File: src/fqtok_pkg.sv
// Shared types and constants for the FASTA/FASTQ record tokenizer.
package fqtok_pkg;

    typedef struct packed {
        logic [7:0] byte_value;
        logic       end_of_stream;
    } in_item_t;

    typedef struct packed {
        logic [2:0]  event_kind;
        logic [7:0]  value;
        logic        read_has_n;
        logic [31:0] read_length;
        logic        qual_header_equal;
        logic [2:0]  error_code;
        logic        last;
    } out_item_t;

    localparam logic [2:0] EV_HDR_CHAR  = 3'd0;
    localparam logic [2:0] EV_BASE      = 3'd1;
    localparam logic [2:0] EV_QUAL_CHAR = 3'd2;
    localparam logic [2:0] EV_END_HDR   = 3'd3;
    localparam logic [2:0] EV_END_READ  = 3'd4;
    localparam logic [2:0] EV_END_QHDR  = 3'd5;
    localparam logic [2:0] EV_END_QUAL  = 3'd6;
    localparam logic [2:0] EV_ERROR     = 3'd7;

    localparam logic [2:0] ERR_NONE      = 3'd0;
    localparam logic [2:0] ERR_FORMAT    = 3'd1;
    localparam logic [2:0] ERR_BASE      = 3'd2;
    localparam logic [2:0] ERR_QHDR      = 3'd3;
    localparam logic [2:0] ERR_HDR_LONG  = 3'd4;
    localparam logic [2:0] ERR_OPEN_LINE = 3'd5;

    localparam logic [1:0] FMT_NONE  = 2'd0;
    localparam logic [1:0] FMT_FASTA = 2'd1;
    localparam logic [1:0] FMT_FASTQ = 2'd2;
    localparam logic [1:0] FMT_DONE  = 2'd3;

    localparam logic [1:0] FA_HDR      = 2'd0;
    localparam logic [1:0] FA_HDR_EOL  = 2'd1;
    localparam logic [1:0] FA_READ     = 2'd2;
    localparam logic [1:0] FA_READ_EOL = 2'd3;

    localparam logic [1:0] ROLE_HDR  = 2'd0;
    localparam logic [1:0] ROLE_READ = 2'd1;
    localparam logic [1:0] ROLE_QHDR = 2'd2;
    localparam logic [1:0] ROLE_QUAL = 2'd3;

    localparam logic [7:0] CH_LF = 8'h0A;
    localparam logic [7:0] CH_CR = 8'h0D;
    localparam logic [7:0] CH_GT = 8'h3E;
    localparam logic [7:0] CH_AT = 8'h40;

    localparam logic [2:0] BASE_N   = 3'd4;
    localparam logic [2:0] BASE_BAD = 3'd5;

    // Classified item handed from the front part to the back part.
    typedef struct packed {
        logic [7:0] ch;
        logic       eol;
        logic       eos;
        logic [2:0] code;
    } cls_item_t;

    function automatic logic [2:0] base_code(input logic [7:0] c);
        logic [2:0] r;
        begin
            unique case (c)
                8'h41:   r = 3'd0;
                8'h43:   r = 3'd1;
                8'h47:   r = 3'd2;
                8'h54:   r = 3'd3;
                8'h4E:   r = BASE_N;
                default: r = BASE_BAD;
            endcase
            return r;
        end
    endfunction

endpackage

File: src/fqtok_front.sv
// Front part: takes raw bytes, classifies them and queues them for the back part.
module fqtok_front
    import fqtok_pkg::*;
(
    input  logic      clk,
    input  logic      rst_n,
    input  logic      in_valid,
    output logic      in_ready,
    input  in_item_t  in_data,
    output logic      q_valid,
    input  logic      q_ready,
    output cls_item_t q_data
);
    // Two-entry queue: full throughput with a registered ready.
    cls_item_t  mem_reg [2];
    logic       wr_ptr_reg, rd_ptr_reg;
    logic [1:0] count_reg;
    cls_item_t  cls;
    logic       push, pop;

    always_comb
    begin
        cls.ch   = in_data.byte_value;
        cls.eol  = (in_data.byte_value == CH_LF) || (in_data.byte_value == CH_CR);
        cls.eos  = in_data.end_of_stream;
        cls.code = base_code(in_data.byte_value);
    end

    assign in_ready = (count_reg != 2'd2);
    assign push     = in_valid && in_ready;
    assign q_valid  = (count_reg != 2'd0);
    assign pop      = q_valid && q_ready;
    assign q_data   = mem_reg[rd_ptr_reg];

    always_ff @(posedge clk)
    begin
        if (push)
        begin
            mem_reg[wr_ptr_reg] <= cls;
        end
    end

    always_ff @(posedge clk or negedge rst_n)
    begin
        if (!rst_n)
        begin
            wr_ptr_reg <= 1'b0;
            rd_ptr_reg <= 1'b0;
            count_reg  <= 2'd0;
        end
        else
        begin
            if (push)
            begin
                wr_ptr_reg <= ~wr_ptr_reg;
            end
            if (pop)
            begin
                rd_ptr_reg <= ~rd_ptr_reg;
            end
            count_reg <= count_reg + {1'b0, push} - {1'b0, pop};
        end
    end
endmodule

File: src/fqtok_back.sv
// Back part: parsing state machine, header store and result output with skid buffer.
module fqtok_back
    import fqtok_pkg::*;
#(
    parameter int MAX_HEADER = 256
)
(
    input  logic      clk,
    input  logic      rst_n,
    input  logic      q_valid,
    output logic      q_ready,
    input  cls_item_t q_data,
    output logic      out_valid,
    input  logic      out_ready,
    output out_item_t out_data
);
    localparam int AW = (MAX_HEADER > 1) ? $clog2(MAX_HEADER) : 1;
    localparam int LW = $clog2(MAX_HEADER + 2);
    localparam logic [LW-1:0] MAXH = LW'(MAX_HEADER);

    logic [1:0]    fmt_reg, fmt_next;
    logic [1:0]    fa_reg, fa_next;
    logic [1:0]    role_reg, role_next;
    logic          nonempty_reg, nonempty_next;
    logic          marker_reg, marker_next;
    logic          nseen_reg, nseen_next;
    logic [31:0]   bcount_reg, bcount_next;
    logic [LW-1:0] hlen_reg, hlen_next;
    logic [LW-1:0] cidx_reg, cidx_next;
    logic          cok_reg, cok_next;
    logic          err_reg, err_next;

    logic [7:0]    hstore [MAX_HEADER];
    logic          hwr;
    logic [AW-1:0] hwr_addr;
    // Header store read is done one item ahead: the compare index addresses it.
    logic [7:0]    hrd_reg;

    // Result buffer: two slots per item plus two skid slots.
    out_item_t     ob_reg [4];
    logic [1:0]    ob_wr_reg, ob_rd_reg;
    logic [2:0]    ob_cnt_reg;

    out_item_t     r0, r1;
    logic          e0, e1;
    logic          take;
    logic [1:0]    nres;

    function automatic out_item_t mk(input logic [2:0] k, input logic [7:0] v,
                                     input logic hn, input logic [31:0] len,
                                     input logic eq, input logic [2:0] ec);
        out_item_t r;
        begin
            r.event_kind        = k;
            r.value             = v;
            r.read_has_n        = hn;
            r.read_length       = len;
            r.qual_header_equal = eq;
            r.error_code        = ec;
            r.last              = 1'b0;
            return r;
        end
    endfunction

    // Room for two results guarantees an item never stalls mid-way.
    assign q_ready = (ob_cnt_reg <= 3'd2);
    assign take    = q_valid && q_ready;

    always_comb
    begin
        logic [7:0] c;
        logic       emit_base;
        logic       end_read;
        c             = q_data.ch;
        fmt_next      = fmt_reg;
        fa_next       = fa_reg;
        role_next     = role_reg;
        nonempty_next = nonempty_reg;
        marker_next   = marker_reg;
        nseen_next    = nseen_reg;
        bcount_next   = bcount_reg;
        hlen_next     = hlen_reg;
        cidx_next     = cidx_reg;
        cok_next      = cok_reg;
        err_next      = err_reg;
        hwr           = 1'b0;
        hwr_addr      = hlen_reg[AW-1:0];
        e0            = 1'b0;
        e1            = 1'b0;
        r0            = mk(EV_HDR_CHAR, 8'd0, 1'b0, 32'd0, 1'b0, ERR_NONE);
        r1            = r0;
        emit_base     = 1'b0;
        end_read      = 1'b0;

        if (!err_reg && fmt_reg != FMT_DONE)
        begin
            priority if (fmt_reg == FMT_NONE)
            begin
                if (c == CH_GT)
                begin
                    fmt_next = FMT_FASTA;
                    fa_next  = FA_HDR;
                end
                else if (c == CH_AT)
                begin
                    // The '@' opens the header line and is dropped as its marker.
                    fmt_next      = FMT_FASTQ;
                    nonempty_next = 1'b1;
                    hlen_next     = '0;
                    marker_next   = 1'b0;
                end
                else
                begin
                    e0       = 1'b1;
                    r0       = mk(EV_ERROR, 8'd0, 1'b0, 32'd0, 1'b0, ERR_FORMAT);
                    err_next = 1'b1;
                end
            end
            else if (fmt_reg == FMT_FASTA)
            begin
                unique case (fa_reg)
                    FA_HDR:
                    begin
                        e0 = 1'b1;
                        if (q_data.eol)
                        begin
                            fa_next = FA_HDR_EOL;
                            r0 = mk(EV_END_HDR, 8'd0, 1'b0, 32'd0, 1'b0, ERR_NONE);
                        end
                        else
                        begin
                            r0 = mk(EV_HDR_CHAR, c, 1'b0, 32'd0, 1'b0, ERR_NONE);
                        end
                    end
                    FA_HDR_EOL, FA_READ:
                    begin
                        if (q_data.eol)
                        begin
                            if (fa_reg == FA_READ)
                            begin
                                fa_next = FA_READ_EOL;
                            end
                        end
                        else
                        begin
                            fa_next   = FA_READ;
                            emit_base = 1'b1;
                        end
                    end
                    default:
                    begin
                        if (!q_data.eol)
                        begin
                            if (c == CH_GT)
                            begin
                                fa_next  = FA_HDR;
                                end_read = 1'b1;
                            end
                            else
                            begin
                                fa_next   = FA_READ;
                                emit_base = 1'b1;
                            end
                        end
                    end
                endcase
            end
            else
            begin
                if (q_data.eol)
                begin
                    if (nonempty_reg)
                    begin
                        unique case (role_reg)
                            ROLE_HDR:
                            begin
                                e0 = 1'b1;
                                r0 = mk(EV_END_HDR, 8'd0, 1'b0, 32'd0, 1'b0, ERR_NONE);
                            end
                            ROLE_READ:
                            begin
                                end_read = 1'b1;
                            end
                            ROLE_QHDR:
                            begin
                                e0 = 1'b1;
                                if (cidx_reg == '0)
                                begin
                                    r0 = mk(EV_END_QHDR, 8'd0, 1'b0, 32'd0, 1'b0, ERR_NONE);
                                end
                                else if (cok_reg && cidx_reg == hlen_reg)
                                begin
                                    r0 = mk(EV_END_QHDR, 8'd0, 1'b0, 32'd0, 1'b1, ERR_NONE);
                                end
                                else
                                begin
                                    r0 = mk(EV_ERROR, 8'd0, 1'b0, 32'd0, 1'b0, ERR_QHDR);
                                    err_next = 1'b1;
                                end
                            end
                            default:
                            begin
                                e0 = 1'b1;
                                r0 = mk(EV_END_QUAL, 8'd0, 1'b0, 32'd0, 1'b0, ERR_NONE);
                            end
                        endcase
                        if (!err_next)
                        begin
                            role_next     = role_reg + 2'd1;
                            nonempty_next = 1'b0;
                            marker_next   = 1'b1;
                        end
                    end
                end
                else
                begin
                    logic [LW-1:0] ci;
                    logic          ok;
                    ci = cidx_reg;
                    ok = cok_reg;
                    nonempty_next = 1'b1;
                    if (!nonempty_reg && role_reg == ROLE_HDR)
                    begin
                        hlen_next = '0;
                    end
                    if (!nonempty_reg && role_reg == ROLE_QHDR)
                    begin
                        ci = '0;
                        ok = 1'b1;
                    end
                    cidx_next = ci;
                    cok_next  = ok;
                    if ((role_reg == ROLE_HDR || role_reg == ROLE_QHDR) && marker_reg)
                    begin
                        marker_next = 1'b0;
                    end
                    else
                    begin
                        unique case (role_reg)
                            ROLE_HDR:
                            begin
                                e0 = 1'b1;
                                if (hlen_reg >= MAXH)
                                begin
                                    r0 = mk(EV_ERROR, 8'd0, 1'b0, 32'd0, 1'b0,
                                            ERR_HDR_LONG);
                                    err_next = 1'b1;
                                end
                                else
                                begin
                                    r0 = mk(EV_HDR_CHAR, c, 1'b0, 32'd0, 1'b0, ERR_NONE);
                                    hwr       = 1'b1;
                                    hlen_next = hlen_reg + LW'(1);
                                end
                            end
                            ROLE_READ:
                            begin
                                emit_base = 1'b1;
                            end
                            ROLE_QHDR:
                            begin
                                if (ci >= hlen_reg || hrd_reg != c)
                                begin
                                    cok_next = 1'b0;
                                end
                                if (ci <= MAXH)
                                begin
                                    cidx_next = ci + LW'(1);
                                end
                            end
                            default:
                            begin
                                e0 = 1'b1;
                                r0 = mk(EV_QUAL_CHAR, c, 1'b0, 32'd0, 1'b0, ERR_NONE);
                            end
                        endcase
                    end
                end
            end

            if (emit_base)
            begin
                e0 = 1'b1;
                if (q_data.code == BASE_BAD)
                begin
                    r0 = mk(EV_ERROR, 8'd0, 1'b0, 32'd0, 1'b0, ERR_BASE);
                    err_next = 1'b1;
                end
                else
                begin
                    r0 = mk(EV_BASE, {5'd0, q_data.code}, 1'b0, 32'd0, 1'b0, ERR_NONE);
                    if (q_data.code == BASE_N)
                    begin
                        nseen_next = 1'b1;
                    end
                    if (bcount_reg != 32'hFFFF_FFFF)
                    begin
                        bcount_next = bcount_reg + 32'd1;
                    end
                end
            end
            if (end_read)
            begin
                e0 = 1'b1;
                r0 = mk(EV_END_READ, 8'd0, nseen_reg, bcount_reg, 1'b0, ERR_NONE);
                nseen_next  = 1'b0;
                bcount_next = 32'd0;
            end

            // End of stream closes the file after the byte itself.
            if (q_data.eos && !err_next)
            begin
                if (fmt_next == FMT_FASTA)
                begin
                    if (fa_next == FA_HDR)
                    begin
                        r1 = mk(EV_ERROR, 8'd0, 1'b0, 32'd0, 1'b0, ERR_OPEN_LINE);
                        e1 = 1'b1;
                        err_next = 1'b1;
                    end
                    else
                    begin
                        r1 = mk(EV_END_READ, 8'd0, nseen_next, bcount_next, 1'b0,
                                ERR_NONE);
                        e1 = 1'b1;
                        nseen_next  = 1'b0;
                        bcount_next = 32'd0;
                    end
                end
                else if (fmt_next == FMT_FASTQ && nonempty_next)
                begin
                    r1 = mk(EV_ERROR, 8'd0, 1'b0, 32'd0, 1'b0, ERR_OPEN_LINE);
                    e1 = 1'b1;
                    err_next = 1'b1;
                end
                if (!err_next)
                begin
                    fmt_next = FMT_DONE;
                end
            end
        end

        if (e1)
        begin
            r1.last = 1'b1;
            if (!e0)
            begin
                r0 = r1;
                e0 = 1'b1;
                e1 = 1'b0;
            end
        end
        else
        begin
            r0.last = 1'b1;
        end
    end

    assign nres = {1'b0, take && e0} + {1'b0, take && e1};

    always_ff @(posedge clk)
    begin
        if (take && hwr)
        begin
            hstore[hwr_addr] <= q_data.ch;
        end
        hrd_reg <= hstore[take ? cidx_next[AW-1:0] : cidx_reg[AW-1:0]];
    end

    // The read of the stored byte uses next compare index; a write into the
    // same slot never coincides since writes happen only on header lines.
    always_ff @(posedge clk)
    begin
        if (take && e0)
        begin
            ob_reg[ob_wr_reg] <= r0;
        end
        if (take && e1)
        begin
            ob_reg[ob_wr_reg + 2'd1] <= r1;
        end
    end

    assign out_valid = (ob_cnt_reg != 3'd0);
    assign out_data  = ob_reg[ob_rd_reg];

    always_ff @(posedge clk or negedge rst_n)
    begin
        if (!rst_n)
        begin
            fmt_reg      <= FMT_NONE;
            fa_reg       <= FA_HDR;
            role_reg     <= ROLE_HDR;
            nonempty_reg <= 1'b0;
            marker_reg   <= 1'b1;
            nseen_reg    <= 1'b0;
            bcount_reg   <= 32'd0;
            hlen_reg     <= '0;
            cidx_reg     <= '0;
            cok_reg      <= 1'b1;
            err_reg      <= 1'b0;
            ob_wr_reg    <= 2'd0;
            ob_rd_reg    <= 2'd0;
            ob_cnt_reg   <= 3'd0;
        end
        else
        begin
            logic pop;
            pop = out_valid && out_ready;
            if (take)
            begin
                fmt_reg      <= fmt_next;
                fa_reg       <= fa_next;
                role_reg     <= role_next;
                nonempty_reg <= nonempty_next;
                marker_reg   <= marker_next;
                nseen_reg    <= nseen_next;
                bcount_reg   <= bcount_next;
                hlen_reg     <= hlen_next;
                cidx_reg     <= cidx_next;
                cok_reg      <= cok_next;
                err_reg      <= err_next;
            end
            ob_wr_reg  <= ob_wr_reg + nres;
            if (pop)
            begin
                ob_rd_reg <= ob_rd_reg + 2'd1;
            end
            ob_cnt_reg <= ob_cnt_reg + {1'b0, nres} - {2'b0, pop};
        end
    end
endmodule

File: src/fasta_fastq_record_tokenizer.sv
// Top level of the FASTA/FASTQ record tokenizer.
//
// Input channel in_valid/in_ready/in_data carries one file byte per item with
// an end-of-stream flag. Output channel out_valid/out_ready/out_data carries
// result items: header, base and quality characters, end-of-field events and
// errors; the last item caused by one byte has last set.
// A byte is taken every cycle when the output keeps up. A byte passes the
// two-entry classify queue and the parser; the queue entry is registered, and
// the parser registers its results in the result buffer. A byte giving two
// results (end of stream) occupies two slots of the four-slot result buffer.
// When the receiver stalls, results collect in the result buffer; the parser
// holds once fewer than two slots are free, and the queue then fills and
// drops in_ready.
// Reset clears the parser to expect the format marker; the header store is
// not cleared. Errors are sticky until reset, and after the end of stream
// bytes are taken but ignored.
module fasta_fastq_record_tokenizer
    import fqtok_pkg::*;
#(
    parameter int MAX_HEADER = 256
)
(
    input  logic      clk,
    input  logic      rst_n,
    input  logic      in_valid,
    output logic      in_ready,
    input  in_item_t  in_data,
    output logic      out_valid,
    input  logic      out_ready,
    output out_item_t out_data
);
    logic      q_valid;
    logic      q_ready;
    cls_item_t q_data;

    fqtok_front u_front (
        .clk      (clk),
        .rst_n    (rst_n),
        .in_valid (in_valid),
        .in_ready (in_ready),
        .in_data  (in_data),
        .q_valid  (q_valid),
        .q_ready  (q_ready),
        .q_data   (q_data)
    );

    fqtok_back #(.MAX_HEADER(MAX_HEADER)) u_back (
        .clk       (clk),
        .rst_n     (rst_n),
        .q_valid   (q_valid),
        .q_ready   (q_ready),
        .q_data    (q_data),
        .out_valid (out_valid),
        .out_ready (out_ready),
        .out_data  (out_data)
    );
endmodule

File: config.mk
export PLATFORM = sky130hd
export DESIGN_NAME = fasta_fastq_record_tokenizer
export DESIGN_NICKNAME = d
export VERILOG_FILES = /design/src/fqtok_pkg.sv /design/src/fqtok_front.sv /design/src/fqtok_back.sv /design/src/fasta_fastq_record_tokenizer.sv
export SDC_FILE = /design/constraint.sdc
export NUM_CORES = 2
export LEC_CHECK = 0
export BUFFER_PORTS_ARGS = -buffer_cell sky130_fd_sc_hd__buf_2
export CAP_MARGIN = 25
export CORE_UTILIZATION = 35
export CTS_BUF_LIST = sky130_fd_sc_hd__clkbuf_8
export DETAILED_ROUTE_END_ITERATION = 16
export PLACE_DENSITY = 0.56
export SYNTH_ARGS = -nofsm -noshare
export SYNTH_HDL_FRONTEND = slang
export SYNTH_SLANG_ARGS = --single-unit
File: constraint.sdc
create_clock -name clk -period 10.4 [get_ports clk]
set_input_delay 1.04 -clock clk [delete_from_list [all_inputs] [get_ports clk]]
set_output_delay 1.04 -clock clk [all_outputs]
set_load 0.005 [all_outputs]
==> results.md <==
* Status: complete, no violations
* Port bufs at 63
* Die Y at 528 um
* Peak supply drop at 0.186 mV
* Initial DRC Count at 8339
* Area contributors post-synth: edfxtp_1, mux4_2, nand2_1
* Final core utilization at 39.6%
* Resize count post-CTS at 0
* Final hold vios at 0
* CTS sink cnt at 2350
* Post-synthesis sequential area ratio at 71.9%
* Minimum clock period after layout at 7.45 ns
* Type of origin of the critical path: flop
* Syn avg cell area at 14.5 um^2
* Most common cell on crit path: ha_1
* Final TNS setup at 0 ns
* Hold wc startpoint: in_data[0]
* Fmax at 0.134 GHz
* HPWL after DPL at 185 mm
* Syn Std Cell Area at 97000 um^2
* Ports at 64
* Vias per inst at 5.72
* Crit-path leading delay family: compound AO/OA/AOI/OAI gates
* CP cell instances: inv_1 -> ha_1 -> nand2b_1 -> nand2_1 -> ha_1 -> a31oi_1 -> o21ai_1 -> a21o_4 -> inv_8 -> buf_12 -> buf_4 -> mux4_2 -> a221oi_1 -> a21oi_1 -> o2111ai_1 -> nand4_1
* Critical-path top delay cell: a221oi_1
* Crit. End Element: flop
* RSZ-0062 raised after global routing: no
* Synth Flop Type: edfxtp_1
* DRC viols at 0
* Clk_lat worst skew at 1.03 ns
* R2R depth at 16
* Layout area overhead at 12.0%
* Cts bufs inserted at 388
* Initial antenna violation count at 13
* Hold path depth at 1
* Reg-to-Reg End: u_back.hrd_reg[7]
* Area share of the largest cell type after synthesis at 69.1%
* Slowest stage delay, CP at 0.94 ns
* Hold Path End: u_front.mem_reg[0][3]
* DP Area at 101000 um^2
* DR WL/cell at 28.6 um
* Tcrit/Tclk final at 71.6%
* Vias at 62100
* ANT nets after route at 0
* First-pass GRT wire length at 442 mm
* DIE AREA at 279000 um^2
* Area of the multi-input gates at 25200 um^2
* All-Layer GR Usage at 21.7%
* Netlist cell types at 94
* Synth Instances at 6682
* Post-synth ARST share at 3.06%
* Slew Viols, Final at 0
* DRT Wirelength at 310 mm
* H-tree levels at 5
* FP Rows at 192
* Max reg flops at 2048
* Critical path peak fanout at 126
* Synth Register Bits at 2350
* Drt pass-1 iters at 7
* Pin count of the biggest net entering global routing at 166
* Grt ovf at 0
* Filler cell count at 25400
* Cell area after layout at 109000 um^2
* Skew final at 0.104 ns
* Post-synth top area cell: edfxtp_1
* Routability cong. at 0.918
* CP Class: flop to flop
* CTS tree: done
* Ys Warns at 0
* Clk slew on worst S/H paths at 0.06 ns
* Final setup fails at 0
* Req. time, crit path at 11.23 ns
* Tightest Pin Transition at 1.24 ns
* Crit path buffers/inverters at 4
* Slew HR at 17.5%
* Layout Nets at 6894
* Initial Utilization at 35.3%
* Worst EP arrival at 8.28 ns
* Root Driver: clkbuf_8
* Mapped Nets at 6729
* Die width at 528 um
* LEAKAGE at 35.6 nW
* FF/Latch Area at 69700 um^2
* Core Region at 275000 um^2
* Max cap viols at 0
* Vias in the first global route at 59300
* Reg2reg setup slack at 2.95 ns
* PD cells at 206 nW/um^2
* Reg2Reg Launch Point: u_back.role_reg[0]
* Share of layout cells above drive strength 1 at 13.9%
* Post-synth EDFFs at 2230
* Hold WC Path Type: primary input to flop
* Clk buf depth at 4
-- worst max-delay path by stage --
stage,from,end,depth (start not counted)
3_5_place_dp,u_back.role_reg[0],u_back.hrd_reg[7],16
4_1_cts,u_back.role_reg[0],u_back.hrd_reg[7],16
2_1_floorplan,u_front.rd_ptr_reg,u_back.hstore[0][3],5
3_3_place_gp,u_back.role_reg[0],u_back.hrd_reg[7],16
6_report,u_back.role_reg[0],u_back.hrd_reg[7],16
5_1_grt,u_back.role_reg[0],u_back.hrd_reg[5],17
-- Yosys cell counts, types with 66 or more instances --
master	count
nor2_1	381
mux2i_1	209
nand2_1	1178
a21oi_1	207
edfxtp_1	2230
o21ai_0	204
nand3_1	371
clkbuf_1	202
a31oi_1	106
o22ai_1	99
mux4_2	226
dfrtp_1	70
buf_2	179
inv_1	66
and3_1	68
-- report_power, final --
part	total [W]	switching (W)	internal (W)	leakage [nW]
registers	0.0116	0.0000798	0.0116	21.5
clock network	0.00757	0.00378	0.00379	4.04
logic	0.00318	0.00249	0.000698	10.1
total	0.0224	0.00635	0.0160	35.6
-- placed cells by master (no fill, tap or decap), types with 23 or more instances in the layout --
| cell type | count |
|---|---|
| o22ai_1 | 98 |
| a31oi_1 | 106 |
| and2_1 | 24 |
| o31ai_1 | 43 |
| clkinv_1 | 103 |
| a21o_1 | 27 |
| nor2_1 | 372 |
| a32o_1 | 29 |
| and3_1 | 68 |
| nand4_1 | 43 |
| o221ai_1 | 23 |
| a22oi_1 | 47 |
| a32oi_1 | 31 |
| xnor2_1 | 38 |
| mux4_2 | 226 |
| inv_1 | 175 |
| clkbuf_8 | 406 |
| buf_4 | 122 |
| nor3_1 | 44 |
| buf_2 | 65 |
| dfxtp_1 | 48 |
| a311oi_1 | 41 |
| a221oi_1 | 60 |
| nand2_1 | 1173 |
| mux2i_1 | 209 |
| ha_1 | 33 |
| nand3_1 | 368 |
| dfrtp_1 | 68 |
| clkinv_2 | 43 |
| a21oi_1 | 207 |
| o21ai_0 | 204 |
| edfxtp_1 | 2230 |
-- timing repair --
item | CTS | global route
hold buffers | 1 | 0
hold endpoints to repair | 8 | 0
setup buffers | 0 | 0
-- cell type report --
type	count	share of cell area [%]
antenna	8	0.0184
clock buffer	406	5.14
clock inverter	290	1.33
inverter	71	0.322
multi-input combinational	3826	23.2
sequential	2350	64.2
tap	3686	4.25
timing repair buffer	210	1.57
-- metal layers --
metal | up-vias | share of wire [%] | wire, um | GRT usage, %
met3 | 668 | 10 | 31700 | 5.06
met1 | 31800 | 41 | 126000 | 29.8
li1 | 26100 | - | - | -
met5 | - | 0.0042 | 13 | 0
met4 | 2 | 4.1 | 12800 | 8.22
met2 | 3521 | 45 | 140000 | 33.4
-- stage by stage --
| step | hold WS [ns] | setup slack [ns] | instances | power [W] |
|---|---|---|---|---|
| 2_1_floorplan | 0.420 | 5.52 | 6682 | 0.0137 |
| 3_3_place_gp | 0.430 | 3.11 | 10100 | 0.0149 |
| 3_5_place_dp | 0.443 | 3.05 | 10100 | 0.0150 |
| 4_1_cts | 0.244 | 3.05 | 10800 | 0.0225 |
| 5_1_grt | 0.287 | 2.70 | 10800 | 0.0231 |
| 6_report | 0.321 | 2.95 | 10800 | 0.0224 |
-- logic make-up after synthesis --
| kind of cell | count (synthesis) | synth area share (%) |
|---|---|---|
| buf+inv | 506 | 2.29 |
| flops | 2350 | 71.9 |
| compound gates | 1079 | 7.47 |
| simple gates | 2220 | 9.93 |
| xor+xnor | 52 | 0.470 |
| fa+ha+maj | 34 | 0.446 |
| mux | 441 | 7.49 |
No activity file was read; power rests on OpenSTA's default activity.
